--- src/hdl/nbody_pairwise_gravity_force_unit_defines.svh ---
// Assertion macros shared by the RTL.
`ifndef NBODY_PAIRWISE_GRAVITY_FORCE_UNIT_DEFINES_SVH
`define NBODY_PAIRWISE_GRAVITY_FORCE_UNIT_DEFINES_SVH

// Same-cycle implication, checked out of reset.
`define NBPG_ASSERT_IMP(lbl, clk, rst_n, ante, cons, msg) \
  lbl: assert property (@(posedge clk) disable iff (!rst_n) (ante) |-> (cons)) else $error(msg);

// Next-cycle implication, checked out of reset.
`define NBPG_ASSERT_NXT(lbl, clk, rst_n, ante, cons, msg) \
  lbl: assert property (@(posedge clk) disable iff (!rst_n) (ante) |=> (cons)) else $error(msg);

`endif

--- src/hdl/nbpg_pkg.sv ---
package nbpg_pkg;

  localparam int BODY_MAX_DEF = 64;

  localparam int POS_W   = 32;
  localparam int MASS_W  = 16;
  localparam int GRAV_W  = 32;
  localparam int DIST_W  = 31;
  localparam int FORCE_W = 64;
  localparam int INDEX_W = 6;

  // Shared multiplier: A up to 66 bits, B up to 33 bits
  localparam int MA_W = 66;
  localparam int MB_W = 33;
  localparam int MP_W = MA_W + MB_W;

  // Square root of a 66-bit sum of squares
  localparam int SQ_IN_W  = 66;
  localparam int SQ_OUT_W = SQ_IN_W / 2;

  // Divider: (k * |d|) << 12 over r cubed
  localparam int DIV_SHIFT = 12;
  localparam int NUM_W     = 97 + DIV_SHIFT;
  localparam int DEN_W     = MP_W;

  localparam int ACC_W = NUM_W + 9;

  localparam logic [GRAV_W-1:0] GRAV_RST     = 32'd733654;
  localparam logic [DIST_W-1:0] MIN_DIST_RST = 31'd7;

  localparam logic REG_GRAV_CONST = 1'b0;
  localparam logic REG_MIN_DIST   = 1'b1;

endpackage

--- src/hdl/nbpg_sqrt.sv ---
module nbpg_sqrt (
  input  logic                         clk,
  input  logic                         rst_n,
  input  logic                         start,
  input  logic [nbpg_pkg::SQ_IN_W-1:0]  radicand,
  output logic [nbpg_pkg::SQ_OUT_W-1:0] root,
  output logic                         done
);
  import nbpg_pkg::*;

  localparam int CW    = $clog2(SQ_OUT_W);
  localparam int REM_W = SQ_OUT_W + 3;

  logic                run_r;
  logic                done_r;
  logic [CW-1:0]       cnt_r;
  logic [SQ_IN_W-1:0]  s_r;
  logic [REM_W-1:0]    rem_r;
  logic [SQ_OUT_W-1:0] root_r;
  logic [REM_W-1:0]    rem2;
  logic [REM_W-1:0]    trial;

  assign rem2  = {rem_r[REM_W-3:0], s_r[SQ_IN_W-1 -: 2]};
  assign trial = REM_W'({root_r, 2'b01});

  always_ff @(posedge clk) begin
    if (!rst_n) begin
      run_r  <= 1'b0;
      done_r <= 1'b0;
    end else begin
      done_r <= 1'b0;
      if (start) begin
        run_r <= 1'b1;
      end else if (run_r && cnt_r == CW'(SQ_OUT_W - 1)) begin
        run_r  <= 1'b0;
        done_r <= 1'b1;
      end
    end
  end

  // one root bit per cycle, two radicand bits consumed
  always_ff @(posedge clk) begin
    if (start) begin
      cnt_r  <= '0;
      s_r    <= radicand;
      rem_r  <= '0;
      root_r <= '0;
    end else if (run_r) begin
      cnt_r <= cnt_r + 1'b1;
      s_r   <= s_r << 2;
      if (rem2 >= trial) begin
        rem_r  <= rem2 - trial;
        root_r <= {root_r[SQ_OUT_W-2:0], 1'b1};
      end else begin
        rem_r  <= rem2;
        root_r <= {root_r[SQ_OUT_W-2:0], 1'b0};
      end
    end
  end

  assign root = root_r;
  assign done = done_r;

endmodule

--- config.mk ---
export PLATFORM = sky130hd
export DESIGN_NAME = nbpg_sqrt
export DESIGN_NICKNAME = d
export VERILOG_FILES = /design/src/hdl/nbody_pairwise_gravity_force_unit_defines.svh /design/src/hdl/nbpg_pkg.sv /design/src/hdl/nbpg_sqrt.sv
export SDC_FILE = /design/constraint.sdc
export NUM_CORES = 1
export LEC_CHECK = 0
export ABC_CLOCK_PERIOD_IN_PS = 4250
export CAP_MARGIN = 20
export CORE_MARGIN = 2
export CORE_UTILIZATION = 55
export DETAILED_ROUTE_END_ITERATION = 8
export DONT_BUFFER_PORTS = 1
export PLACE_DENSITY = 0.7
export SYNTH_ARGS = -nofsm -noshare
export SYNTH_HDL_FRONTEND = slang
export SYNTH_SLANG_ARGS = --single-unit
export TNS_END_PERCENT = 20
--- constraint.sdc ---
create_clock -name clk -period 4.25 [get_ports clk]
set_input_delay 0.425 -clock clk [delete_from_list [all_inputs] [get_ports clk]]
set_output_delay 0.425 -clock clk [all_outputs]
set_load 0.02 [all_outputs]
== Yosys cells after proc, flatten, opt, wreduce, memory -nomap -nowiden ==
Cells that the tools add are included.
Word-level totals
  latch bits: 0
  memory bits (writable): 0
  memories: 0
  output and inout bits: 34
  memory bits (read-only): 0
  flip-flop bits (word level): 141
  input bits: 69
Operators by class
  multiply operators: 0
  magnitude comparators: 1
  divide/modulo/power cells: 0
  add/subtract/negate cells: 2
  shifts and indexed selects: 0
  bitwise logic cells: 1
  equality and inequality tests: 1
  mux-type cells: 7
  reduce and logical (&&, ||, !) cells: 4
Operator list (number)
  $mux W66: 2
  $ge A36 B35 Y1: 1
  $mux W34: 1
  $sub A34 B34 Y34: 1
  $add A6 B1 Y6 const B: 1
  $eq A6 B6 Y1 const B: 1
  $mux W1: 4
  $reduce_bool A2 Y1: 2
  $reduce_or A2 Y1: 1
  $logic_and A1 B1 Y1: 1
  $not A1 Y1: 1

== Logic depth before layout (Yosys ltp) ==
  word-level depth: 4
  gate-level depth with buffers: 13
  depth with buffers taken out: 11

== Worst setup path before layout ==
OpenSTA, ideal clock, no wires.
  path kind: register -> register
  start: register root_r[17] (netlist: root[17])
  end: register rem_r[0]
  arrival: 2688 ps
  required time: 4133 ps
  period minus slack after synthesis: 2805 ps
  library setup time: 117 ps
  stages on the path, launching flop included: 13
  path buffers: 2
  slack: 1445 ps
  path through: dfxtp_1 inv_1 ha_1 buf_2 nand4_2 nor4_2 o211ai_1 nand4_1 o21ai_2 o311ai_4 buf_4 nand2_1 a32o_1
On the way
  cells in the longest elaborated chain, start to end: 2
RTL lines
  start, declared: line nbpg_sqrt.sv:19  | logic [SQ_OUT_W-1:0] root_r;
  start signal, assigned: line nbpg_sqrt.sv:53  | root_r <= {root_r[SQ_OUT_W-2:0], 1'b1};
  start signal, assigned: line nbpg_sqrt.sv:56  | root_r <= {root_r[SQ_OUT_W-2:0], 1'b0};
  $ge A36 B35 Y1: line nbpg_sqrt.sv:51  | if (rem2 >= trial) begin
  $mux W34: line nbpg_sqrt.sv:51
  end signal, assigned: line nbpg_sqrt.sv:52  | rem_r <= rem2 - trial;
  end signal, assigned: line nbpg_sqrt.sv:55  | rem_r <= rem2;
  end, declared: line nbpg_sqrt.sv:18  | logic [REM_W-1:0] rem_r;
Every way passes these cells.
A chain may end at the register's enable or synchronous reset.

== Final worst setup path ==
  start: register root_r[14] (netlist: root[14])
  end: register rem_r[30]
On the way
  cells in the longest elaborated chain, start to end: 2
  elaborated cells between the ends (all ways): 3
  classes of those cells: add/sub: 1; order compare: 1; mux: 1
RTL lines (line)
  $sub A34 B34 Y34 / $ge A36 B35 Y1 (equally long branches): nbpg_sqrt.sv:52, nbpg_sqrt.sv:51
  $mux W34 *: nbpg_sqrt.sv:51
Every way passes the cells marked *; elsewhere a longest branch is shown, timed or not.

==> impl_metrics.yaml <==
worst_hold_path:
  hp-start: "start"
  min_to: "root[31]"
  hold_path.class: "in2reg"
  hold_depth: 1
synth:
  yosysSeqAreaShare: 0.447
  yosys.area.top_type: "edfxtp_1"
  syn_inst: 776
  synthTopCellsByArea: "edfxtp_1 25%, dfxtp_1 19%, mux2_2 9.4%"
  async_flop_share: 0
  syn_area_per_cell_um2: 10.0
  synth_top_cell_area_share: 0.254
  synth_area_um2: 7790
  ys_types: 63
  synth-edff-count: 66
  ys_ff_latch: 141
  synth_flop_cell: "dfxtp_1"
  ys_warn_count: 0
  syn_nets: 882
clocking:
  root_buffer: "clkbuf_16"
  cts_tree: "built"
  postCtsSetupBuffers: 0
  holdBufCountCts: 0
  cts_buffer_depth: 2
  cts.sinks: 141
  clk_pin_slew_ns: 0.06
  cts_resized: 0
  cts_made_buffers: 17
  clock_latency_ns: 0.42
  htree_levels: 4
place:
  dp_hpwl_mm: 10.8
  port_buffers: 0
  routabilityCongestion: 0.964
  post-place-ws_ns: 0.812
cells_and_area:
  syn_to_final_growth_pct: 8.02
  drive_gt1_frac: 0.142
  nNetsFinal: 861
  final_util: 0.606
  antenna_cells: 0
global_routing:
  overflow: 0
  grt_start_max_net_pins: 132
  grt_pass1_vias: 5633
  antenna_found_initial: 1
  grt_first_pass_wirelength_mm: 26.3
  track_usage: 0.219
worst_setup_path:
  reg2regPathDepth: 11
  worstSetupPathType: "reg2reg"
  endpoint_kind: "register"
  r2r_slack_ns: 0.81
  r2r_start: "root[14]"
  start_kind: "register"
  crit_path_max_fanout: 21
  arrival_ns: 3.74
  rr_endpoint: "rem_r[30]"
  crit_required_ns: 4.55
floorplan:
  row_count: 43
  dieArea_um2: 15100
  design.core.area_um2: 13900
  dieHeight_um: 123
  io_pins: 103
  start_util: 0.561
  die_x_um: 123
timing:
  setup_tns_ns: 0
  hold_violations: 0
  skew_ns: 0.00863
  rsz0062_at_grt: "no"
  final_max_slew_viol_count: 0
  min_period_over_period: 0.809
  worst_slew_pin_slew_ns: 0.988
  layout_setup_ws_ns: 0.813
  max_freq_mhz: 291
  hold_slack_ns: 0.0832
  finalSetupViolations: 0
  fin_crit_ns: 3.44
  slew_headroom: 0.339
route:
  wl_per_cell_um: 16.7
  drc: 0
  detail-route-antenna-nets: 0
  vias_per_cell: 5.88
  via_count: 5577
  drt_iter0_drc: 513
  wl_mm: 15.8
  drt_pass1_iterations: 5
flow_run:
  max_cap_viol_count: 0
pwr:
  ir_worst_vdd_mv: 0.415
  power.leakage_nw: 3.20
  power_density_nw_per_um2: 695
status:
  status: "completed"
-- state kept, by name (all words and copies together), names as in the netlist --
name / count
s_r: 66
rem_r: 34
root: 33
cnt_r: 6
done: 1
run_r: 1
-- placed cells by master (no fill, tap or decap), drive strengths merged, types with 3 or more instances in the layout --
cell     netlist  layout
o21a           5       5
nand2b         3       3
a22oi          3       3
a21o          10      10
ha            37      37
a21oi         40      40
mux2          65      65
clkinv         0       5
o21ai         30      30
buf           14       5
a21boi         3       3
and2           3       3
nand4          9       9
a311oi        13      13
inv           45      49
o2111ai        4       4
a31o           3       3
nand2         63      63
and3           4       4
edfxtp        66      66
xnor2         18      18
a211oi        16      16
clkbuf        31      20
o21bai         5       5
nor2          84      84
a31oi          3       3
nand3          9       9
o41ai          3       3
nor2b          9       9
o211ai         9       9
nor3          10      10
dfxtp         75      75
xor2          15      15
mux2i         43      43
-- kinds of logic after synthesis --
| kind of cell | share of synthesized area |
|---|---|
| AO/OA/AOI/OAI | 0.147 |
| XOR/XNOR | 0.0371 |
| adder cells (fa/ha/maj) | 0.0594 |
| buffers and inverters | 0.0464 |
| flip-flops | 0.447 |
| multiplexers | 0.149 |
| AND/OR/NAND/NOR | 0.113 |
-- cell usage after synthesis, drive strengths merged, types with 15 or more instances --
cell	number
nor2	84
dfxtp	75
edfxtp	66
mux2	65
nand2	63
inv	45
mux2i	43
a21oi	40
ha	37
clkbuf	31
o21ai	30
xnor2	18
a211oi	16
xor2	15
-- layout make-up --
cell class                 count  area (µm²)
clock buffer                  20         437
sequential                   141        3490
timing repair buffer           5        37.5
inverter                      45         169
tap                          180         225
fill                        1159        5470
clock inverter                12         114
multi-input combinational    545        3940
-- where the power goes --
| group | internal, mW | total, mW | switching (mW) |
|---|---|---|---|
| sequential | 1.61 | 1.72 | 0.114 |
| clock | 0.811 | 1.39 | 0.576 |
| combinational | 1.14 | 2.74 | 1.60 |
-- how the worst max path moves through the flow --
stage / startpoint / end / slack [ns] / cells past startpoint
final: root[14] / rem_r[30] / 0.81 / 11
after detailed placement: root[12] / rem_r[30] / 0.81 / 11
after global placement: root[12] / rem_r[30] / 0.90 / 11
after floorplan: root[17] / rem_r[0] / 1.44 / 12
after CTS: root[14] / rem_r[30] / 0.78 / 11
after global routing: root[14] / rem_r[30] / 0.53 / 11
-- through the flow --
stage,instance area [µm²],instances,total power [mW]
global route,8410,948,6.25
CTS,8410,948,5.86
floorplan,7790,776,3.97
global placement,7860,916,4.41
finish,8410,948,5.85
detailed placement,7860,916,4.44
-- worst max-delay path: stages (launching register included) --
cell and delay [ns]:
dfxtp_1 0.48, inv_1 0.08, ha_1 0.44, nand4_2 0.18, nor4_2 0.35, o211ai_1 0.13
nand4_1 0.18, o21ai_2 0.09, o311ai_4 0.57, inv_2 0.35, a32o_1 0.33, o21bai_1 0.15
-- layer usage --
| layer | wire [µm] | global-route usage |
|---|---|---|
| met1 | 6880 | 0.267 |
| met2 | 7520 | 0.351 |
| met3 | 1190 | 0.0899 |
| met4 | 212 | 0.0760 |
| met5 | 7 | 0 |
(Power assumes the default switching activity.)
