[config.mk]
export PLATFORM = sky130hd
export DESIGN_NAME = nbpg_mul
export DESIGN_NICKNAME = d
export VERILOG_FILES = /design/src/hdl/nbody_pairwise_gravity_force_unit_defines.svh /design/src/hdl/nbpg_pkg.sv /design/src/hdl/nbpg_mul.sv
export SDC_FILE = /design/constraint.sdc
export NUM_CORES = 1
export LEC_CHECK = 0
export BUFFER_PORTS_ARGS = -buffer_cell sky130_fd_sc_hd__buf_2
export CORE_ASPECT_RATIO = 0.5
export CORE_MARGIN = 2
export CORE_UTILIZATION = 50
export CTS_CLUSTER_DIAMETER = 200
export CTS_CLUSTER_SIZE = 16
export DETAILED_ROUTE_END_ITERATION = 10
export GPL_TIMING_DRIVEN = 0
export HOLD_SLACK_MARGIN = 0.15
export PLACE_DENSITY = 0.74
export SLEW_MARGIN = 20
export SYNTH_ARGS = -nofsm -noshare
export SYNTH_HDL_FRONTEND = slang
export SYNTH_SLANG_ARGS = --single-unit
[constraint.sdc]
create_clock -name clk -period 3.3 [get_ports clk]
set_input_delay 0 -clock clk [delete_from_list [all_inputs] [get_ports clk]]
set_output_delay 0 -clock clk [all_outputs]
set_load 0.05 [all_outputs]
[src/hdl/nbody_pairwise_gravity_force_unit_defines.svh]
// Assertion macros shared by the RTL.
`ifndef NBODY_PAIRWISE_GRAVITY_FORCE_UNIT_DEFINES_SVH
`define NBODY_PAIRWISE_GRAVITY_FORCE_UNIT_DEFINES_SVH

// Same-cycle implication, checked out of reset.
`define NBPG_ASSERT_IMP(lbl, clk, rst_n, ante, cons, msg) \
  lbl: assert property (@(posedge clk) disable iff (!rst_n) (ante) |-> (cons)) else $error(msg);

// Next-cycle implication, checked out of reset.
`define NBPG_ASSERT_NXT(lbl, clk, rst_n, ante, cons, msg) \
  lbl: assert property (@(posedge clk) disable iff (!rst_n) (ante) |=> (cons)) else $error(msg);

`endif

[src/hdl/nbpg_pkg.sv]
package nbpg_pkg;

  localparam int BODY_MAX_DEF = 64;

  localparam int POS_W   = 32;
  localparam int MASS_W  = 16;
  localparam int GRAV_W  = 32;
  localparam int DIST_W  = 31;
  localparam int FORCE_W = 64;
  localparam int INDEX_W = 6;

  // Shared multiplier: A up to 66 bits, B up to 33 bits
  localparam int MA_W = 66;
  localparam int MB_W = 33;
  localparam int MP_W = MA_W + MB_W;

  // Square root of a 66-bit sum of squares
  localparam int SQ_IN_W  = 66;
  localparam int SQ_OUT_W = SQ_IN_W / 2;

  // Divider: (k * |d|) << 12 over r cubed
  localparam int DIV_SHIFT = 12;
  localparam int NUM_W     = 97 + DIV_SHIFT;
  localparam int DEN_W     = MP_W;

  localparam int ACC_W = NUM_W + 9;

  localparam logic [GRAV_W-1:0] GRAV_RST     = 32'd733654;
  localparam logic [DIST_W-1:0] MIN_DIST_RST = 31'd7;

  localparam logic REG_GRAV_CONST = 1'b0;
  localparam logic REG_MIN_DIST   = 1'b1;

endpackage

[src/hdl/nbpg_mul.sv]
module nbpg_mul (
  input  logic                    clk,
  input  logic                    rst_n,
  input  logic                    start,
  input  logic [nbpg_pkg::MA_W-1:0] a,
  input  logic [nbpg_pkg::MB_W-1:0] b,
  output logic [nbpg_pkg::MP_W-1:0] prod,
  output logic                    done
);
  import nbpg_pkg::*;

  localparam int CW = $clog2(MB_W);

  logic            run_r;
  logic            done_r;
  logic [CW-1:0]   cnt_r;
  logic [MP_W-1:0] a_r;
  logic [MB_W-1:0] b_r;
  logic [MP_W-1:0] acc_r;

  always_ff @(posedge clk) begin
    if (!rst_n) begin
      run_r  <= 1'b0;
      done_r <= 1'b0;
    end else begin
      done_r <= 1'b0;
      if (start) begin
        run_r <= 1'b1;
      end else if (run_r && cnt_r == CW'(MB_W - 1)) begin
        run_r  <= 1'b0;
        done_r <= 1'b1;
      end
    end
  end

  // shift-add, one multiplier bit per cycle
  always_ff @(posedge clk) begin
    if (start) begin
      cnt_r <= '0;
      a_r   <= MP_W'(a);
      b_r   <= b;
      acc_r <= '0;
    end else if (run_r) begin
      cnt_r <= cnt_r + 1'b1;
      a_r   <= a_r << 1;
      b_r   <= b_r >> 1;
      if (b_r[0]) begin
        acc_r <= acc_r + a_r;
      end
    end
  end

  assign prod = acc_r;
  assign done = done_r;

endmodule

# Word-level counts from Yosys, hierarchy flattened
# Index checks and enable logic that the tools add are counted.
# totals
regBits	239
input_bits	102
out_inout_bits	100
wordCells	23
# classes
add_sub_neg	2
eq_ne	1
n_mux	7
bitwise	1
reduce_logical	5
# ops
operator	count
66-bit 2-to-1 mux	2
99-bit adder	1
33-bit 2-to-1 mux	2
6-bit by 1-bit adder with 6-bit output, second input constant	1
6-bit == test, second input constant	1
2-bit nonzero test	2
1-bit 2-to-1 mux	3
2-bit AND reduction	1
2-bit OR reduction	1
1-bit logical AND	1
1-bit inverter	1

# Longest topological paths before layout
# Gate-level depths: netlist (run 1).
# depth
depth_word	4
mapped_depth	14
mapped_depth_nobuf	14

# Worst setup path before layout (run 1)
# OpenSTA, ideal clock, no wires.
# synth_path
kind	reg2reg
start	register acc_r[0] (netlist: prod[0])
end	register acc_r[91] (netlist: prod[91])
setup_time_ns	0.117
arrival_ns	3.491
slack_ns	-0.308
stages_incl_launch_ff	13
period_less_slack_ns	3.608
path_cell_list	dfxtp_1 -> ha_1 -> a21o_1 -> a21oi_2 -> o21a_4 -> o31a_1 -> o31a_1 -> o21a_1 -> or4_4 -> a2111o_1 -> a21oi_1 -> mux2i_1 -> nand2_1
# synth_between
elab_chain_cells	1
# synth_lines
element	line_no	rtl
start: declaration	nbpg_mul.sv:19	logic [MP_W-1:0] acc_r;
start signal: assignment	nbpg_mul.sv:48	acc_r <= acc_r + a_r;
99-bit adder	nbpg_mul.sv:48	
# No other way between the ends.
# A chain may end at the register's enable or synchronous reset.

# Worst setup path in the final report (run 1)
# layout_path
start	register a_r[22]
end	register acc_r[95] (netlist: prod[95])
# layout_between
elab_chain_cells	1
# layout_lines
element	line_no	rtl
start: declaration	nbpg_mul.sv:17	logic [MP_W-1:0] a_r;
start signal: assignment	nbpg_mul.sv:40	a_r <= MP_W'(a);
start signal: assignment	nbpg_mul.sv:45	a_r <= a_r << 1;
99-bit adder	nbpg_mul.sv:48	
# No other way between the ends.

==> impl_metrics.yaml, run 1 <==
outcome:
  status: "complete, but fails checks"
  violations: "negative setup slack"
worst_hold_path:
  hp-start: "start"
  whs_path_depth: 4
  hold_end: "prod[83]"
  hold_class: "in -> reg"
synthesis:
  synth_top_cell_area_share: 0.1997
  synth_mux_area_frac: 0.09818
  synth_cell_types: 67
  synth_edf_count: 99
  synth_most_common_cell: "nand2_1"
  synth.avg_cell_area_um2: 8.876
  synth_adder_area_share: 0.08541
  synthTopCellsByCount: "nand2_1, a21oi_1, dfxtp_1"
  synth_ff_type: "dfxtp_1"
  mappedNetlistArea_mm2: 0.01488
  synth_top_family_by_area: "compound AO/OA/AOI/OAI gates"
  yosys_warnings: 0
  ys_seq_area_frac: 0.3880
  syn_nets: 1880
  yosys.area.top_type: "edfxtp_1"
  synth-xor-area-share: 0.05237
  synthSimpleGateAreaFrac: 0.1626
  ys_seq_elements: 239
  synth_compound_area_frac: 0.1867
  synth.area.top_cells: "edfxtp_1, dfxtp_1, ha_1"
  synthCells: 1677
  synth-async-reset-ratio: 0
global_routing:
  grt_overflow_total: 0
  grt_pass1_wl_um: 72530
  grt_pass1_vias: 13500
  grtUsageMet3: 0.04156
  gr-usage-met2: 0.4829
  globalRouteMet1Util: 0.3973
  grt_start_max_net_pins: 53
  grt_antenna_before_repair: 2
  busiest_layer: "met2"
  gr-usage-all-layers: 0.2924
placed_design:
  placed_cells: 2269
  io_buffers: 200
  place_congestion: 0.9472
  hpwl_um: 33530
clock_network:
  cts_num_sinks: 239
  clockBufferDepth: 3
  htree_levels: 1
  cts_root_buf: "clkbuf_16"
  path_clk_slew_ns: 0.08
  cts_tree: "done"
  cts_buffers: 18
  insertion_delay_ns: 0.53
finish:
  fillCellCount: 2349
  fin_nets: 2235
  drive_gt1_frac: 0.2469
  syn_to_final_growth_pct: 28.19
  ff_latch_area_mm2: 0.005811
  utilization: 0.6552
  multi_input_area_mm2: 0.009504
  fin_cells: 2433
critical_path:
  endpoint_kind: "register"
  start_kind: "register"
  crit_type: "reg -> reg"
  cp.required_ns: 3.69
  ff2ff_setup_slack_ns: -0.16
  timing.rr.end: "prod[95]"
  crit_fanout: 7
  worstPathArrival_ns: 3.84
  timing.rr.start: "a_r[22]"
  r2r.worst_path.cells: 12
floorplan:
  num_rows: 44
  die_area_mm2: 0.03125
  io_pins: 202
  die-height_um: 126
  dieWidth_um: 248
  start_util: 0.5111
  core_mm2: 0.02912
drt:
  wirelength_um: 48200
  vias: 14360
  dr.pass1.iters: 5
  antenna_left: 0
  wl_per_cell_um: 19.81
  via_per_inst: 5.903
  drc: 0
  drtIter0Drc: 1426
timing:
  fmax_mhz: 289.2
  skew_ns: 0.01956
  setup_viol: 8
  period_needed_ns: 3.457
  tns_ns: -0.8424
  relSlewSlack: 0.3742
  hold_viol_final: 0
  slew_viol_final: 0
  rsz0062_at_grt: "true"
  setup_slack_ns: -0.1574
  worstMarginPinSlew_ns: 0.9388
  period_share: 1.048
pwr:
  peakVddDrop_v: 0.0003816
  powerDensity_mw_per_mm2: 418.1
  total_power_mw: 7.978
  p_leak_nw: 7.723
flow_run:
  cap_violations: 0
kinds of logic (layout without fill, tap and decap cells):
logic type	count (synthesis)	in the layout
and+or+nand+nor	545	545
AOI/OAI and AO/OA	463	463
DFF	239	239
muxes	134	134
buffers and inverters	106	470
adders and majority gates	101	101
xor gates and xnor gates	89	89
other	0	1
worst max path at each step:
stage,depth (start not counted),start,to
finish,12,a_r[22],prod[95]
detailed placement,14,a_r[0],prod[98]
global placement,4,start,a_r[33]
global route,14,a_r[0],prod[98]
CTS,12,a_r[1],prod[95]
floorplan,12,prod[35],prod[87]
sequential cells by signal, indices dropped and copies added (netlist names):
name,cells
cnt_r,6
run_r,1
done,1
b_r,33
a_r,99
prod,99
power by group:
part	switching, mW	internal [mW]	total (mW)
logic	1.39	0.914	2.30
registers	0.173	3.32	3.49
clock network	1.11	1.07	2.18
total	2.68	5.30	7.98
worst max-delay path, cell delays in order, from the launching register on:
cell      delay [ns]
edfxtp_1        0.50
ha_4            0.37
nand4_1         0.15
or3_4           0.35
nor2b_1         0.14
nor4_1          0.07
o31a_1          0.13
o21a_4          0.25
or4_4           0.46
a2111o_1        0.46
a22oi_2         0.21
xnor2_1         0.15
o21ai_1         0.07
what timing repair did:
action / 4_1_cts / 5_1_grt
pin swaps: 27 / 40
setup endpoints to repair: 34 / 35
gates resized for setup: 51 / 110
hold buffers: 100 / 0
buffers inserted: 19 / 28
hold endpoints to repair: 101 / 0
placed cells by master, fill, tap and decap left out, drive strengths merged, types with 12 or more instances in the layout:
cell type / Yosys / final
a21o: 30 / 30
nor2b: 12 / 12
inv: 20 / 20
a31oi: 14 / 14
nand3: 30 / 30
buf: 4 / 254
nor2: 128 / 128
nand2: 250 / 250
clkbuf: 82 / 96
o21ai: 111 / 111
a21oi: 198 / 198
ha: 100 / 100
edfxtp: 99 / 99
nor3: 24 / 24
mux2i: 38 / 38
o21bai: 18 / 18
dlygate4sd3: 0 / 100
mux2: 96 / 96
xor2: 46 / 46
o21a: 19 / 19
nand4: 43 / 43
xnor2: 43 / 43
dfxtp: 140 / 140
metrics by stage:
step,setup WS (ns),hold WS (ns),area (um2)
after floorplan,0.001540,0.1274,14930
after global placement,-0.8695,0.2324,16420
after detailed placement,-0.7144,0.2344,16450
after CTS,-0.2159,0.1733,18350
after global routing,-0.2544,0.2294,19080
final,-0.1574,0.1978,19080
final cells by class:
| type | instances | share of cell area |
|---|---|---|
| Buffer | 74 | 0.01574 |
| Multi-Input combinational cell | 1332 | 0.4981 |
| Antenna cell | 1 | 0.0001311 |
| Clock buffer | 29 | 0.02689 |
| Sequential cell | 239 | 0.3045 |
| Inverter | 20 | 0.003934 |
| Tap cell | 391 | 0.02564 |
| Timing Repair Buffer | 347 | 0.1250 |
per-layer routing:
metal / wire [um] / up-vias
li1: - / 6825
met1: 20750 / 6812
met2: 22440 / 610
met3: 3361 / 116
met4: 1648 / 0
met5: 0 / -
Note: power is estimated with default switching activity, not from simulation.
==> run 2, diff against run 1 <==
clock period = 2.9 ns   (was 3.3 ns; I/O delays follow)
==> impl_metrics.yaml, run 2 (same netlist as run 1, synthesis figures left out) <==
timing:
  relSlewSlack: 0.3611
  setup_slack_ns: -0.6433
  hold_viol_final: 0
  period_needed_ns: 3.543
  slew_viol_final: 0
  skew_ns: 0.01862
  period_share: 1.222
  fmax_mhz: 282.2
  rsz0062_at_grt: "true"
  setup_viol: 52
  whs_ns: 0.2004
  worstMarginPinSlew_ns: 0.9583
placed_design:
  place_congestion: 0.9686
  io_buffers: 200
  place_ws_ns: -0.8602
  dpl-instance-area_mm2: 0.01673
  hpwl_um: 33190
critical_path:
  crit_type: "reg -> reg"
  worstPathArrival_ns: 3.93
  r2r.worst_path.cells: 12
  path_common_cell: "o21ai_1"
  cp_slowest_cell: "or4_4"
  endpoint_kind: "register"
  start_kind: "register"
  worstPathCellList: "ha_2 > nand2_2 > o21bai_1 > a2bb2oi_2 > o21ai_1 > a21oi_2 > o21ai_4 > or4_4 > a2111o_1 > a22oi_2 > xnor2_1 > o21ai_1"
  crit_fanout: 6
  cpPeakStageDelay_ns: 0.60
  cp.required_ns: 3.29
  cp_top_family: "compound AO/OA/AOI/OAI gates"
  cp.depth: 12
  crit_buf_inv: 0
global_routing:
  grt_overflow_total: 0
  grt_start_max_net_pins: 51
  grt_antenna_before_repair: 1
  gr-usage-all-layers: 0.2948
  grt_pass1_vias: 13830
  grt_pass1_wl_um: 73750
floorplan:
  num_rows: 44
  io_pins: 202
  die_area_mm2: 0.03125
  start_util: 0.5111
  core_mm2: 0.02912
  dieWidth_um: 248
  die-height_um: 126
pwr:
  p_leak_nw: 8.131
  powerDensity_mw_per_mm2: 463.1
  peakVddDrop_v: 0.0003528
drt:
  antenna_left: 0
  wirelength_um: 47760
  via_per_inst: 5.897
  wl_per_cell_um: 19.34
  vias: 14570
  dr.pass1.iters: 5
  drtIter0Drc: 1404
  drc: 0
finish:
  final_area_mm2: 0.02002
  antenna_cells: 0
  syn_to_final_growth_pct: 34.49
  utilization: 0.6874
  final_common_cell: "nand2_1"
  final_cell_mix: "nand2_1, buf_2, a21oi_1"
  drive_gt1_frac: 0.3093
  fin_nets: 2272
clock_network:
  cts_buffers: 18
  htree_levels: 1
  clockBufferDepth: 3
  path_clk_slew_ns: 0.08
  insertion_delay_ns: 0.52
  cts_num_sinks: 239
  cts_tree: "done"
  cts_root_buf: "clkbuf_16"
worst_hold_path:
  whs_path_depth: 4
  hold_class: "in -> reg"
outcome:
  violations: "negative setup slack"
  status: "complete, but fails checks"
flow_run:
  cap_violations: 0
## run 2: cell count changes in the layout (fill, tap and decap cells not counted), sizes merged
cell    change
clkbuf      +5
buf        +33
diode       -1
## run 2: routing by layer
layer,track usage,wire length (um),up-vias
met4,0.09440,1576,0
li1,-,-,6892
met1,0.4085,20980,6969
met2,0.4726,21790,584
met5,0,0,-
met3,0.04625,3418,120
## run 2: layout make-up
| class | count | area, um2 |
|---|---|---|
| plain buffers | 80 | 326.6 |
| clock buffers | 30 | 516.7 |
| fillers | 2192 | 9105 |
| inverters | 20 | 77.57 |
| multi-input cells | 1332 | 10020 |
| flip-flops and latches | 239 | 5874 |
| well taps | 391 | 489.2 |
| repair buffers | 378 | 2718 |
## run 2: path summary, 6_finish.rpt
path                            slack, ns       end     start
worst max register to register      -0.64  prod[95]   a_r[38]
worst max-delay path                -0.64  prod[95]   a_r[38]
worst min-delay path                 0.20  prod[83]     start
worst min register to register       0.47  prod[66]  prod[66]
## run 2: where the power goes
part,internal [mW],switching (mW),total [mW]
combinational,1.14,1.68,2.82
sequential,3.78,0.185,3.97
clock,1.22,1.27,2.49
total,6.14,3.13,9.27
## run 2: per-stage QoR
stage / total power [mW] / TNS [ns] / cells
6_report: 9.271 / -16.53 / 2470
2_1_floorplan: 5.625 / -1.094 / 1677
3_5_place_dp: 6.233 / -29.11 / 2270
3_3_place_gp: 6.194 / -149.95 / 2268
5_1_grt: 9.634 / -22.47 / 2470
4_1_cts: 8.976 / -10.85 / 2435
## run 2: repair_timing
| action | in CTS | in global routing |
|---|---|---|
| endpoints found under the setup margin | 65 | 70 |
| resized for setup | 147 | 140 |
| hold buffers | 100 | 0 |
| pin swaps | 60 | 88 |
| gates cloned | 0 | 0 |
| setup buffers | 38 | 47 |
| hold endpoints to repair | 101 | 0 |
## run 2: tightest hold or removal path: cells and delay by family
family	cells	cell delay, ns
and+or+nand+nor	1	0.07
buffers and inverters	2	0.53
AOI/OAI and AO/OA	1	0.09
