$ cat src/hdl/nbody_pairwise_gravity_force_unit_defines.svh
// Assertion macros shared by the RTL.
`ifndef NBODY_PAIRWISE_GRAVITY_FORCE_UNIT_DEFINES_SVH
`define NBODY_PAIRWISE_GRAVITY_FORCE_UNIT_DEFINES_SVH

// Same-cycle implication, checked out of reset.
`define NBPG_ASSERT_IMP(lbl, clk, rst_n, ante, cons, msg) \
  lbl: assert property (@(posedge clk) disable iff (!rst_n) (ante) |-> (cons)) else $error(msg);

// Next-cycle implication, checked out of reset.
`define NBPG_ASSERT_NXT(lbl, clk, rst_n, ante, cons, msg) \
  lbl: assert property (@(posedge clk) disable iff (!rst_n) (ante) |=> (cons)) else $error(msg);

`endif

$ cat src/hdl/nbpg_pkg.sv
package nbpg_pkg;

  localparam int BODY_MAX_DEF = 64;

  localparam int POS_W   = 32;
  localparam int MASS_W  = 16;
  localparam int GRAV_W  = 32;
  localparam int DIST_W  = 31;
  localparam int FORCE_W = 64;
  localparam int INDEX_W = 6;

  // Shared multiplier: A up to 66 bits, B up to 33 bits
  localparam int MA_W = 66;
  localparam int MB_W = 33;
  localparam int MP_W = MA_W + MB_W;

  // Square root of a 66-bit sum of squares
  localparam int SQ_IN_W  = 66;
  localparam int SQ_OUT_W = SQ_IN_W / 2;

  // Divider: (k * |d|) << 12 over r cubed
  localparam int DIV_SHIFT = 12;
  localparam int NUM_W     = 97 + DIV_SHIFT;
  localparam int DEN_W     = MP_W;

  localparam int ACC_W = NUM_W + 9;

  localparam logic [GRAV_W-1:0] GRAV_RST     = 32'd733654;
  localparam logic [DIST_W-1:0] MIN_DIST_RST = 31'd7;

  localparam logic REG_GRAV_CONST = 1'b0;
  localparam logic REG_MIN_DIST   = 1'b1;

endpackage

$ cat src/hdl/nbpg_div.sv
module nbpg_div (
  input  logic                       clk,
  input  logic                       rst_n,
  input  logic                       start,
  input  logic [nbpg_pkg::NUM_W-1:0] num,
  input  logic [nbpg_pkg::DEN_W-1:0] den,
  output logic [nbpg_pkg::NUM_W-1:0] quot,
  output logic                       done
);
  import nbpg_pkg::*;

  localparam int CW    = $clog2(NUM_W);
  localparam int REM_W = DEN_W + 1;

  logic             run_r;
  logic             done_r;
  logic [CW-1:0]    cnt_r;
  logic [NUM_W-1:0] n_r;
  logic [DEN_W-1:0] d_r;
  logic [REM_W-1:0] rem_r;
  logic [NUM_W-1:0] q_r;
  logic [REM_W-1:0] rem2;
  logic             fits;

  assign rem2 = {rem_r[REM_W-2:0], n_r[NUM_W-1]};
  assign fits = rem2 >= REM_W'(d_r);

  always_ff @(posedge clk) begin
    if (!rst_n) begin
      run_r  <= 1'b0;
      done_r <= 1'b0;
    end else begin
      done_r <= 1'b0;
      if (start) begin
        run_r <= 1'b1;
      end else if (run_r && cnt_r == CW'(NUM_W - 1)) begin
        run_r  <= 1'b0;
        done_r <= 1'b1;
      end
    end
  end

  // restoring division, one quotient bit per cycle
  always_ff @(posedge clk) begin
    if (start) begin
      cnt_r <= '0;
      n_r   <= num;
      d_r   <= den;
      rem_r <= '0;
      q_r   <= '0;
    end else if (run_r) begin
      cnt_r <= cnt_r + 1'b1;
      n_r   <= n_r << 1;
      q_r   <= {q_r[NUM_W-2:0], fits};
      rem_r <= fits ? rem2 - REM_W'(d_r) : rem2;
    end
  end

  assign quot = q_r;
  assign done = done_r;

endmodule

$ cat config.mk
export PLATFORM = sky130hd
export DESIGN_NAME = nbpg_div
export DESIGN_NICKNAME = d
export VERILOG_FILES = /design/src/hdl/nbody_pairwise_gravity_force_unit_defines.svh /design/src/hdl/nbpg_pkg.sv /design/src/hdl/nbpg_div.sv
export SDC_FILE = /design/constraint.sdc
export NUM_CORES = 1
export LEC_CHECK = 0
export BUFFER_PORTS_ARGS = -buffer_cell sky130_fd_sc_hd__buf_2
export CAP_MARGIN = 20
export CORE_ASPECT_RATIO = 1.75
export CORE_MARGIN = 2
export CORE_UTILIZATION = 55
export CTS_CLUSTER_SIZE = 8
export DETAILED_ROUTE_END_ITERATION = 8
export GPL_TIMING_DRIVEN = 0
export PLACE_DENSITY_LB_ADDON = 0.05
export SYNTH_ARGS = -nofsm -noshare
export SYNTH_HDL_FRONTEND = slang
export SYNTH_SLANG_ARGS = --single-unit
$ cat constraint.sdc
create_clock -name clk -period 6.4 [get_ports clk]
set_clock_uncertainty 0.1 [all_clocks]
set_input_delay 0 -clock clk [delete_from_list [all_inputs] [get_ports clk]]
set_output_delay 0 -clock clk [all_outputs]
set_load 0.03 [all_outputs]
==> After elaboration in Yosys (flattened, before gate mapping) <==
Cells that the tools add are included.
{ "totals": {"ff_bits": 425, "in_bits": 211, "output_inout_bits": 110, "wordCells": 22} }
{ "classes": {"addsub": 2, "n_lt_le_gt_ge": 1, "n_eq_ne": 1, "muxes": 6, "bitwise_logic": 1, "reduce_logical": 4} }
{ "ops": {"columns": ["op", "count"], "rows": [
  ["$mux W109", 2],
  ["$ge A100 B99 Y1", 1],
  ["$mux W99", 1],
  ["$sub A99 B99 Y99", 1],
  ["$add A7 B1 Y7 const B", 1],
  ["$eq A7 B7 Y1 const B", 1],
  ["$reduce_bool A2 Y1", 2],
  ["$mux W1", 3],
  ["$reduce_or A2 Y1", 1],
  ["$logic_and A1 B1 Y1", 1],
  ["$not A1 Y1", 1]
]} }

==> Logic depth before layout (Yosys ltp) <==
Gate-level depths: netlist of run 1.
{ "depth": {"ltp_word": 4, "mapped_depth": 17} }

==> Least setup slack after synthesis of run 1 <==
No wires, ideal clock.
{ "synth_timing": {"kind": "register to register", "startpoint": "reg run_r", "endpoint": "reg n_r[0], enable pin", "setup_time_ns": 0.463, "arrival_time_ns": 3.053, "t_required_ns": 5.837, "setup_slack_ns": 2.784, "stages_incl_launch_ff": 5, "n_path_buf": 2, "period_less_slack_ns": 3.616, "cell_sequence": "dfxtp_1 -> clkbuf_1 -> nor2_1 -> clkbuf_1 -> inv_1"} }
{ "synth_between": {"elab_chain_len": 1} }
{ "synth_rtl": {"columns": ["element", "line", "text"], "rows": [
  ["start, declared", "nbpg_div.sv:15", "logic run_r;"],
  ["start signal, assigned", "nbpg_div.sv:30", "run_r <= 1'b0;"],
  ["start signal, assigned", "nbpg_div.sv:35", "run_r <= 1'b1;"],
  ["start signal, assigned", "nbpg_div.sv:37", "run_r <= 1'b0;"],
  ["$reduce_bool A2 Y1 (no line)", null, null],
  ["end signal, assigned", "nbpg_div.sv:47", "n_r <= num;"],
  ["end signal, assigned", "nbpg_div.sv:53", "n_r <= n_r << 1;"],
  ["end, declared", "nbpg_div.sv:18", "logic [NUM_W-1:0] n_r;"]
]} }
No other way between the ends.
A chain may end at the register's enable or synchronous reset.

==> Final worst setup path of run 1 <==
{ "layout_timing": {"startpoint": "reg n_r[108]", "endpoint": "reg rem_r[46]"} }
{ "layout_between": {"elab_chain_len": 2} }
{ "layout_rtl": {"columns": ["element", "line", "text"], "rows": [
  ["$sub A99 B99 Y99 or $ge A100 B99 Y1 (tied branches)", "nbpg_div.sv:55, nbpg_div.sv:26", null],
  ["$mux W99 *", "nbpg_div.sv:55", "rem_r <= fits ? rem2 - REM_W'(d_r) : rem2;"],
  ["end signal, assigned", "nbpg_div.sv:55", null],
  ["end, declared", "nbpg_div.sv:20", "logic [REM_W-1:0] rem_r;"]
]} }
Mark *: on every way between the ends. The rest lies on a longest branch, timed or not.

==> impl_metrics.csv, run 1 <==
group,metric,value,unit
sta,relSlewSlack,31.86,%
synthesis,ys_seq_area_share,46.81,%
finish,drive_gt1_share,18.07,%
synthesis,ys_types,77,
grt,gr-usage-met3,6.937,%
clocking,numCtsBuffers,59,
die,core,40710,um2
clocking,cts_setup_buffers,0,
grt,busiest_layer,"met2",
detailed_routing,wl,77430,um
placed_design,gp_congestion,1.008,
finish,final_cell_mix,"buf_2, nor2_1, dlygate4sd3_1",
sta,worst_slew_pin_slew,1022,ps
synthesis,ys_ff_latch,425,
sta,finalSetupViolations,0,
synthesis,syn_nets,2643,
grt,grt_max_degree,69,
die,rows,98,
flow_run,max-cap-violations,0,
synthesis,synthFlopType,"dfxtp_1",
critical_path,crit_path_end_kind,"register",
grt,gr-usage-met2,65.15,%
detailed_routing,drtIter0Drc,1368,
detailed_routing,dr.pass1.iters,9,
pwr,vdd_drop_max,0.0002306,V
finish,finalNetCount,3251,
finish,synthToLayoutAreaGrowth,28.16,%
critical_path,critical-path-max-stage-delay,790,ps
die,io_pins,321,
placed_design,dp_hpwl,53670,um
synthesis,synth_edf_count,208,
detailed_routing,vias_per_cell,5.799,
die,die_w,157.3,um
critical_path,cp.required,6820,ps
finish,layout_commonest_cell,"buf_2",
sta,period_share,81.00,%
synthesis,netlist_instances,2330,
outcome,status,"complete, but fails checks",
grt,grt_pass1_vias,21480,
finish,multiInputGateArea,10990,um2
grt,grt_use_total,35.40,%
detailed_routing,ant_nets,0,
sta,hold_ws,-2.856,ps
critical_path,start_kind,"register",
grt,globalRouteOverflowTotal,0,
synthesis,netlist_area,22620,um2
synthesis,async_reset_ff_share,0,%
critical_path,path_buf_inv,3,
detailed_routing,drc,0,
synthesis,ys.warnings.count,0,
critical_path,path_class,"register to register",
clocking,ctsResizeCount,0,
die,dieArea,42840,um2
clocking,cts-htree-levels,2,
grt,grt_antenna_before_repair,6,
placed_design,portBuffers,320,
critical_path,cp_cell_sequence,"inv_1, ha_1, fa_1, nand2b_1, a21oi_1, o21ai_0, a211oi_1, o2111ai_1, a211oi_1, nor3_1, o21ai_1, buf_2, clkbuf_1, o21ai_0, o21ai_0",
die,initial_utilization,55.58,%
synthesis,synth.avg_cell_area,9.710,um2
clocking,clock_latency,620,ps
finish,regArea,10590,um2
sta,max_clock_freq,192.9,MHz
worst_hold_path,worstHoldPathType,"input pin to register",
clocking,ctsRootBufferMaster,"clkbuf_16",
critical_path,cpLargestDelayFamily,"compound AO/OA/AOI/OAI gates",
clocking,path_clk_slew,60,ps
die,die_h,272.3,um
sta,hold_violations,3,
clocking,cts_tree,"built",
sta,rsz0062_at_grt,"no",
critical_path,crit_top_cell,"o21ai_0",
sta,min_period,5184,ps
pwr,leakagePower,12.36,nW
critical_path,crit_slowest_cell,"clkbuf_1",
sta,maxSlewViolCount,0,
detailed_routing,wl_per_cell,21.91,um
outcome,violations,"negative hold slack",
pwr,cellPowerDensity,268.8,nW/um2
critical_path,arrival,5600,ps
sta,setup-tns-final,0,ps
grt,grt_first_pass_wirelength,116400,um
detailed_routing,dr_total_vias,20490,
grt,met1_usage,35.26,%
finish,fillCellCount,3071,
clocking,clockBufferDepth,3,
clocking,cts_sinks,425,
critical_path,cp_max_fo,10,
## cells by family (layout without fill, tap and decap cells)
group	count (synthesis)	after routing	synth area share [%]
xor+xnor	92	92	3.562
compound gates	576	576	16.04
buf+inv	271	918	4.607
other cells	0	6	0
fa+ha+maj	102	102	5.674
simple gates	628	628	12.25
flops	425	425	46.81
mux	236	236	11.06
## metal layers
| layer | part of all wire [%] | routed length (um) |
|---|---|---|
| met5 | 0.017 | 13 |
| met4 | 7.4 | 5723 |
| met3 | 6.3 | 4854 |
| met1 | 34 | 26580 |
| met2 | 52 | 40250 |
## what timing repair did
| item | CTS | global route |
|---|---|---|
| endpoints found under the setup margin | 0 | 0 |
| hold buffers | 220 | 2 |
| endpoints found under the hold margin | 256 | 2 |
## worst paths after layout
kind	startpoint	endpoint	slack [ps]	cells after the start
setup / recovery	n_r[108]$_DFFE_PP_	rem_r[46]$_SDFFE_PP0P_	1220	15
hold / removal	den[18]	d_r[18]$_DFFE_PP_	-3	2
setup reg to reg	n_r[108]$_DFFE_PP_	rem_r[46]$_SDFFE_PP0P_	1220	15
hold reg to reg	quot[0]$_SDFFE_PP0P_	quot[0]$_SDFFE_PP0P_	360	2
## metrics by stage
stage	util (%)	setup slack [ps]	total power (W)	instances	instance area, um2
floorplan	-	2784	0.004204	2330	22620
global placement	61.20	149.3	0.004661	3200	24910
detailed placement	61.49	1393	0.004692	3205	25030
CTS	71.14	1326	0.007730	3525	28960
global route	71.22	1011	0.008066	3532	28990
finish	71.22	1216	0.007792	3533	28990
## area by class of cell
cell class / count / area share [%]
well taps: 550 / 2.373
diodes: 6 / 0.05178
multi-input cells: 1634 / 37.91
flip-flops and latches: 425 / 36.53
repair buffers: 547 / 13.58
inverters: 134 / 1.743
clock buffers: 98 / 5.744
clock inverters: 2 / 0.2071
plain buffers: 137 / 1.860
## registers in the layout (all words and copies together) (netlist names)
signal  flops
cnt_r       7
d_r        99
done        1
n_r       109
quot      109
rem_r      99
run_r       1
## where the power goes
| group | internal, W | total (W) | leakage [nW] | switching, W |
|---|---|---|---|---|
| registers | 0.00306 | 0.00316 | 3.83 | 0.000102 |
| clock network | 0.00175 | 0.00297 | 0.818 | 0.00122 |
| logic | 0.000650 | 0.00165 | 7.72 | 0.00100 |
| total | 0.00546 | 0.00779 | 12.4 | 0.00233 |
## worst register-to-register path: stages, from the launching register on
cell and delay, ps:
edfxtp_1 370, inv_1 60, ha_1 220, fa_1 410, nand2b_1 190, a21oi_1 260, o21ai_0 170, a211oi_1 420
o2111ai_1 320, a211oi_1 550, nor3_1 200, o21ai_1 280, buf_2 310, clkbuf_1 800, o21ai_0 230, o21ai_0 190
## synthesized netlist by cell type, types with 11 or more instances
library cell	count	area, um2
o21bai_1	28	210.2
mux2_2	111	1250
a31oi_1	17	106.4
nor2_1	297	1115
xnor2_1	54	473.0
inv_1	133	499.2
clkbuf_1	102	382.9
mux2i_1	125	1251
a211oi_1	51	382.9
buf_2	20	100.1
nand3_1	19	95.09
nand4_1	44	275.3
edfxtp_1	208	6246
o21ai_0	126	630.6
o21a_1	11	82.58
nor3_1	25	125.1
nand2_1	170	638.1
dfxtp_1	217	4344
a21o_1	60	450.4
o211ai_1	23	172.7
buf_1	15	56.30
xor2_1	38	332.8
nor4_1	14	87.58
a21oi_1	184	920.9
ha_1	101	1264
(Power assumes the default switching activity.)
==> run 2, diff against run 1 <==
==> constraint.sdc (replaced) <==
create_clock -name clk -period 5.04 [get_ports clk]
set_clock_uncertainty 0.1 [all_clocks]
set_input_delay 0 -clock clk [delete_from_list [all_inputs] [get_ports clk]]
set_output_delay 0 -clock clk [all_outputs]
set_load 0.03 [all_outputs]
==> impl_metrics.csv, run 2 (same netlist as run 1, synthesis figures left out) <==
group,metric,value,unit
outcome,status,"finished, final reports clean",
clocking,clockBufferDepth,3,
critical_path,cp_max_fo,10,
pwr,switchingPower,0.002957,W
pwr,leakagePower,12.37,nW
detailed_routing,drc,0,
finish,instances_no_fill,3533,
critical_path,crit_path_end_kind,"register",
detailed_routing,wl,77520,um
sta,finalSetupViolations,0,
placed_design,pre_cts_ws,32.96,ps
pwr,combPwrFrac,21.2,%
clocking,cts_setup_buffers,0,
grt,grt_max_degree,69,
placed_design,dp_cells,3205,
pwr,vdd_drop_max,0.0002931,V
critical_path,arrival,5200,ps
sta,relSlewSlack,35.64,%
grt,grt_antenna_before_repair,6,
sta,period_share,96.64,%
placed_design,dp_hpwl,53670,um
grt,grt_use_total,35.40,%
critical_path,path_class,"register to register",
die,dieArea,42840,um2
detailed_routing,drtIter0Drc,1397,
pwr,power.share.clock,38.2,%
finish,synthToLayoutAreaGrowth,28.21,%
die,rows,98,
pwr,seqPwrFrac,40.6,%
pwr,switching_share,29.88,%
worst_hold_path,worstHoldPathType,"input pin to register",
detailed_routing,vias_per_cell,5.781,
flow_run,max-cap-violations,0,
die,io_pins,321,
pwr,intPower,0.006940,W
finish,finalNetCount,3251,
pwr,power.total,0.009897,W
clocking,cts-htree-levels,2,
die,core,40710,um2
critical_path,rrSetupSlack,170,ps
sta,worst_slew_pin_slew,965.4,ps
grt,grt_pass1_vias,21470,
sta,min_period,4871,ps
sta,maxSlewViolCount,0,
clocking,cts_tree,"built",
die,initial_utilization,55.58,%
detailed_routing,wl_per_cell,21.94,um
sta,fin_ws,169.3,ps
clocking,path_clk_slew,60,ps
detailed_routing,dr.pass1.iters,7,
sta,hold_violations,0,
clocking,clock_latency,620,ps
placed_design,gp_congestion,1.008,
clocking,ctsRootBufferMaster,"clkbuf_16",
finish,drive_gt1_share,18.21,%
placed_design,portBuffers,320,
clocking,cts_sinks,425,
critical_path,cp.required,5370,ps
die,die_h,272.3,um
detailed_routing,dr_total_vias,20420,
sta,rsz0062_at_grt,"no",
finish,final_cell_mix,"buf_2, nor2_1, dlygate4sd3_1",
sta,max_clock_freq,205.3,MHz
sta,setup-tns-final,0,ps
grt,globalRouteOverflowTotal,0,
die,die_w,157.3,um
clocking,numCtsBuffers,59,
grt,grt_first_pass_wirelength,116400,um
critical_path,start_kind,"register",
finish,layout_commonest_cell,"buf_2",
pwr,cellPowerDensity,341.2,nW/um2
detailed_routing,ant_nets,0,
## run 2: cell count changes in the layout (fill, tap and decap cells not counted)
cell / delta
o31ai_2: +1
a211oi_1: -1
clkbuf_1: -2
a211oi_2: +1
o31ai_1: -1
clkbuf_2: +2
## run 2: stage by stage
stage | cell area [um2] | utilization, % | hold slack, ps
floorplan | 22620 | - | -1.131
global placement | 24910 | 61.20 | 75.86
detailed placement | 25030 | 61.49 | 78.09
CTS | 28960 | 71.14 | 0.3662
global route | 29000 | 71.25 | 0.6239
finish | 29010 | 71.25 | 0.1993
## run 2: final cells by class
type	instances	area, um2
flip-flops and latches	425	10590
multi-input cells	1634	11000
diodes	6	15.01
clock inverters	2	60.06
fillers	3069	11700
clock buffers	98	1665
plain buffers	137	541.8
repair buffers	547	3939
inverters	134	505.5
well taps	550	688.2
## run 2: per-layer routing
| layer | global-route usage, % | up-vias | part of all wire [%] |
|---|---|---|---|
| met5 | 0 | - | 0.017 |
| met4 | 23.97 | 2 | 7.6 |
| met3 | 6.969 | 326 | 6.1 |
| met2 | 65.11 | 857 | 52 |
| met1 | 35.24 | 9656 | 35 |
| li1 | - | 9583 | - |
## run 2: path summary, 6_finish.rpt
check / cells after the start / endpoint / from
setup / recovery: 14 / rem_r[51]$_SDFFE_PP0P_ / rem_r[68]$_SDFFE_PP0P_
hold / removal: 2 / d_r[92]$_DFFE_PP_ / den[92]
setup reg to reg: 14 / rem_r[51]$_SDFFE_PP0P_ / rem_r[68]$_SDFFE_PP0P_
hold reg to reg: 2 / quot[0]$_SDFFE_PP0P_ / quot[0]$_SDFFE_PP0P_
## run 2: what timing repair did
item                       CTS  global route
hold endpoints to repair   256             2
gates resized for setup      1             5
pin swaps                    0             0
setup endpoints to repair    3            28
hold buffers               220             2
## run 2: critical path, stage by stage (launching register included)
cell and delay (ps):
dfxtp_1 430, ha_1 360, a21o_1 210, a21o_1 160, a21oi_1 350, o21ai_0 220, a221oi_1 570, o211ai_1 150
nor3_1 480, o21a_1 250, clkbuf_1 430, clkbuf_1 580, nor2_1 140, a21oi_1 180, a211oi_1 90
## run 2: power groups by stage
stage,sequential (W),clock [W],combinational [W]
after detailed placement,0.00407,0,0.00189
after global routing,0.00403,0.00394,0.00227
after CTS,0.00400,0.00377,0.00204
final,0.00402,0.00378,0.00210
after floorplan,0.00402,0,0.00131
after global placement,0.00407,0,0.00185
==> run 3, diff against run 2 <==
--- a/config.mk
+++ b/config.mk
@@ -7,8 +7,7 @@
 export LEC_CHECK = 0
 export BUFFER_PORTS_ARGS = -buffer_cell sky130_fd_sc_hd__buf_2
 export CAP_MARGIN = 20
-export CORE_ASPECT_RATIO = 1.75
-export CORE_MARGIN = 2
+export CORE_ASPECT_RATIO = 0.75
 export CORE_UTILIZATION = 55
 export CTS_CLUSTER_SIZE = 8
 export DETAILED_ROUTE_END_ITERATION = 8
==> impl_metrics.csv, run 3 (same netlist as run 1, synthesis figures left out) <==
group,metric,value,unit
outcome,status,"finished, final reports clean",
sta,fin_ws,116.4,ps
finish,layout_commonest_cell,"buf_2",
finish,instances_no_fill,3518,
pwr,cellPowerDensity,338.8,nW/um2
worst_hold_path,worstHoldPathType,"input pin to register",
finish,fillCellCount,3002,
placed_design,dp_hpwl,50620,um
critical_path,start_kind,"register",
die,io_pins,321,
grt,busiest_layer,"met2",
sta,maxSlewViolCount,0,
detailed_routing,drc,0,
flow_run,max-cap-violations,0,
grt,gr-usage-met3,6.020,%
critical_path,arrival,5280,ps
sta,hold_violations,0,
critical_path,cp.required,5400,ps
die,initial_utilization,56.50,%
clocking,clockBufferDepth,3,
clocking,ctsRootBufferMaster,"clkbuf_16",
grt,grt_first_pass_wirelength,112800,um
detailed_routing,wl,74800,um
die,rows,63,
critical_path,cp_max_fo,7,
placed_design,portBuffers,320,
grt,gr-usage-met2,55.52,%
detailed_routing,ant_nets,0,
detailed_routing,dr_total_vias,20650,
die,die_w,236.2,um
sta,worst_slew_pin_slew,1083,ps
die,dieArea,41960,um2
clocking,cts-htree-levels,2,
finish,finalNetCount,3264,
placed_design,gp_congestion,0.9626,
grt,grt_antenna_before_repair,7,
clocking,cts_tree,"built",
die,core,40040,um2
detailed_routing,vias_per_cell,5.870,
finish,utilization,72.56,%
detailed_routing,drtIter0Drc,1946,
sta,setup-tns-final,0,ps
critical_path,crit_path_end_kind,"register",
clocking,path_clk_slew,50,ps
pwr,vdd_drop_max,0.0004135,V
pwr,leakagePower,12.40,nW
finish,final_cell_mix,"buf_2, nor2_1, dlygate4sd3_1",
clocking,numCtsBuffers,59,
sta,finalSetupViolations,0,
grt,globalRouteOverflowTotal,0,
die,die_h,177.6,um
finish,synthToLayoutAreaGrowth,28.42,%
clocking,clock_latency,600,ps
clocking,cts_sinks,425,
grt,grt_use_total,34.70,%
finish,drive_gt1_share,18.11,%
sta,period_share,97.69,%
detailed_routing,wl_per_cell,21.26,um
grt,met1_usage,47.49,%
detailed_routing,dr.pass1.iters,6,
sta,max_clock_freq,203.1,MHz
clocking,cts_setup_buffers,0,
placed_design,dp_cells,3172,
grt,grt_pass1_vias,20020,
grt,grt_max_degree,72,
sta,relSlewSlack,27.80,%
placed_design,pre_cts_ws,5.480,ps
sta,min_period,4924,ps
critical_path,path_class,"register to register",
sta,rsz0062_at_grt,"no",
-- run 3: area by class of cell --
cell class,instances,area [um2],share of cell area (%)
Antenna cell,6,15.01,0.05168
Buffer,137,548.0,1.886
Clock buffer,99,1637,5.633
Clock inverter,3,65.06,0.2239
Inverter,134,505.5,1.740
Multi-Input combinational cell,1634,11000,37.87
Sequential cell,425,10590,36.45
Tap cell,520,650.6,2.239
Timing Repair Buffer,560,4041,13.91
-- run 3: what timing repair did --
item | CTS | global route
endpoints found under the setup margin | 1 | 50
endpoints found under the hold margin | 255 | 0
gates resized for setup | 1 | 12
gates cloned | 0 | 0
pin swaps | 0 | 0
hold buffers | 238 | 0
-- run 3: through the flow --
step	hold WS [ps]	total power (W)	instance area, um2
4_1_cts	0.2949	0.009730	29020
3_5_place_dp	78.08	0.005919	24940
6_report	12.44	0.009843	29050
5_1_grt	9.392	0.01021	29050
3_3_place_gp	76.03	0.005888	24880
2_1_floorplan	-1.131	0.005339	22620
-- run 3: final timing paths --
kind	start	end	slack (ps)	depth (start not counted)
setup / recovery	d_r[29]$_DFFE_PP_	rem_r[98]$_SDFFE_PP0P_	120	15
hold / removal	den[88]	d_r[88]$_DFFE_PP_	10	2
setup reg to reg	d_r[29]$_DFFE_PP_	rem_r[98]$_SDFFE_PP0P_	120	15
hold reg to reg	rem_r[68]$_SDFFE_PP0P_	rem_r[68]$_SDFFE_PP0P_	380	2
-- run 3: per-layer routing --
| metal | vias to the layer above | part of all wire, % |
|---|---|---|
| met5 | - | 0.036 |
| met4 | 4 | 3.4 |
| met3 | 189 | 8.2 |
| met2 | 936 | 46 |
| met1 | 9892 | 43 |
| li1 | 9629 | - |
-- run 3: worst max-delay path: stages, from the launching register on --
cell	delay (ps)
edfxtp_1	330
inv_1	60
ha_1	270
clkbuf_1	270
nand4_1	190
nor4_1	610
nand2_1	100
o21ai_0	630
o21ai_0	170
nand3_1	190
o21ai_0	310
o31ai_2	640
a21oi_1	280
mux2i_1	180
nor4_1	320
o21ai_0	110
-- run 3: report_power, final --
group          switching [W]  total, W  internal [W]  leakage [nW]
combinational        0.00128   0.00211      0.000827          7.77
clock                0.00154   0.00373       0.00219         0.807
sequential          0.000123   0.00401       0.00389          3.83
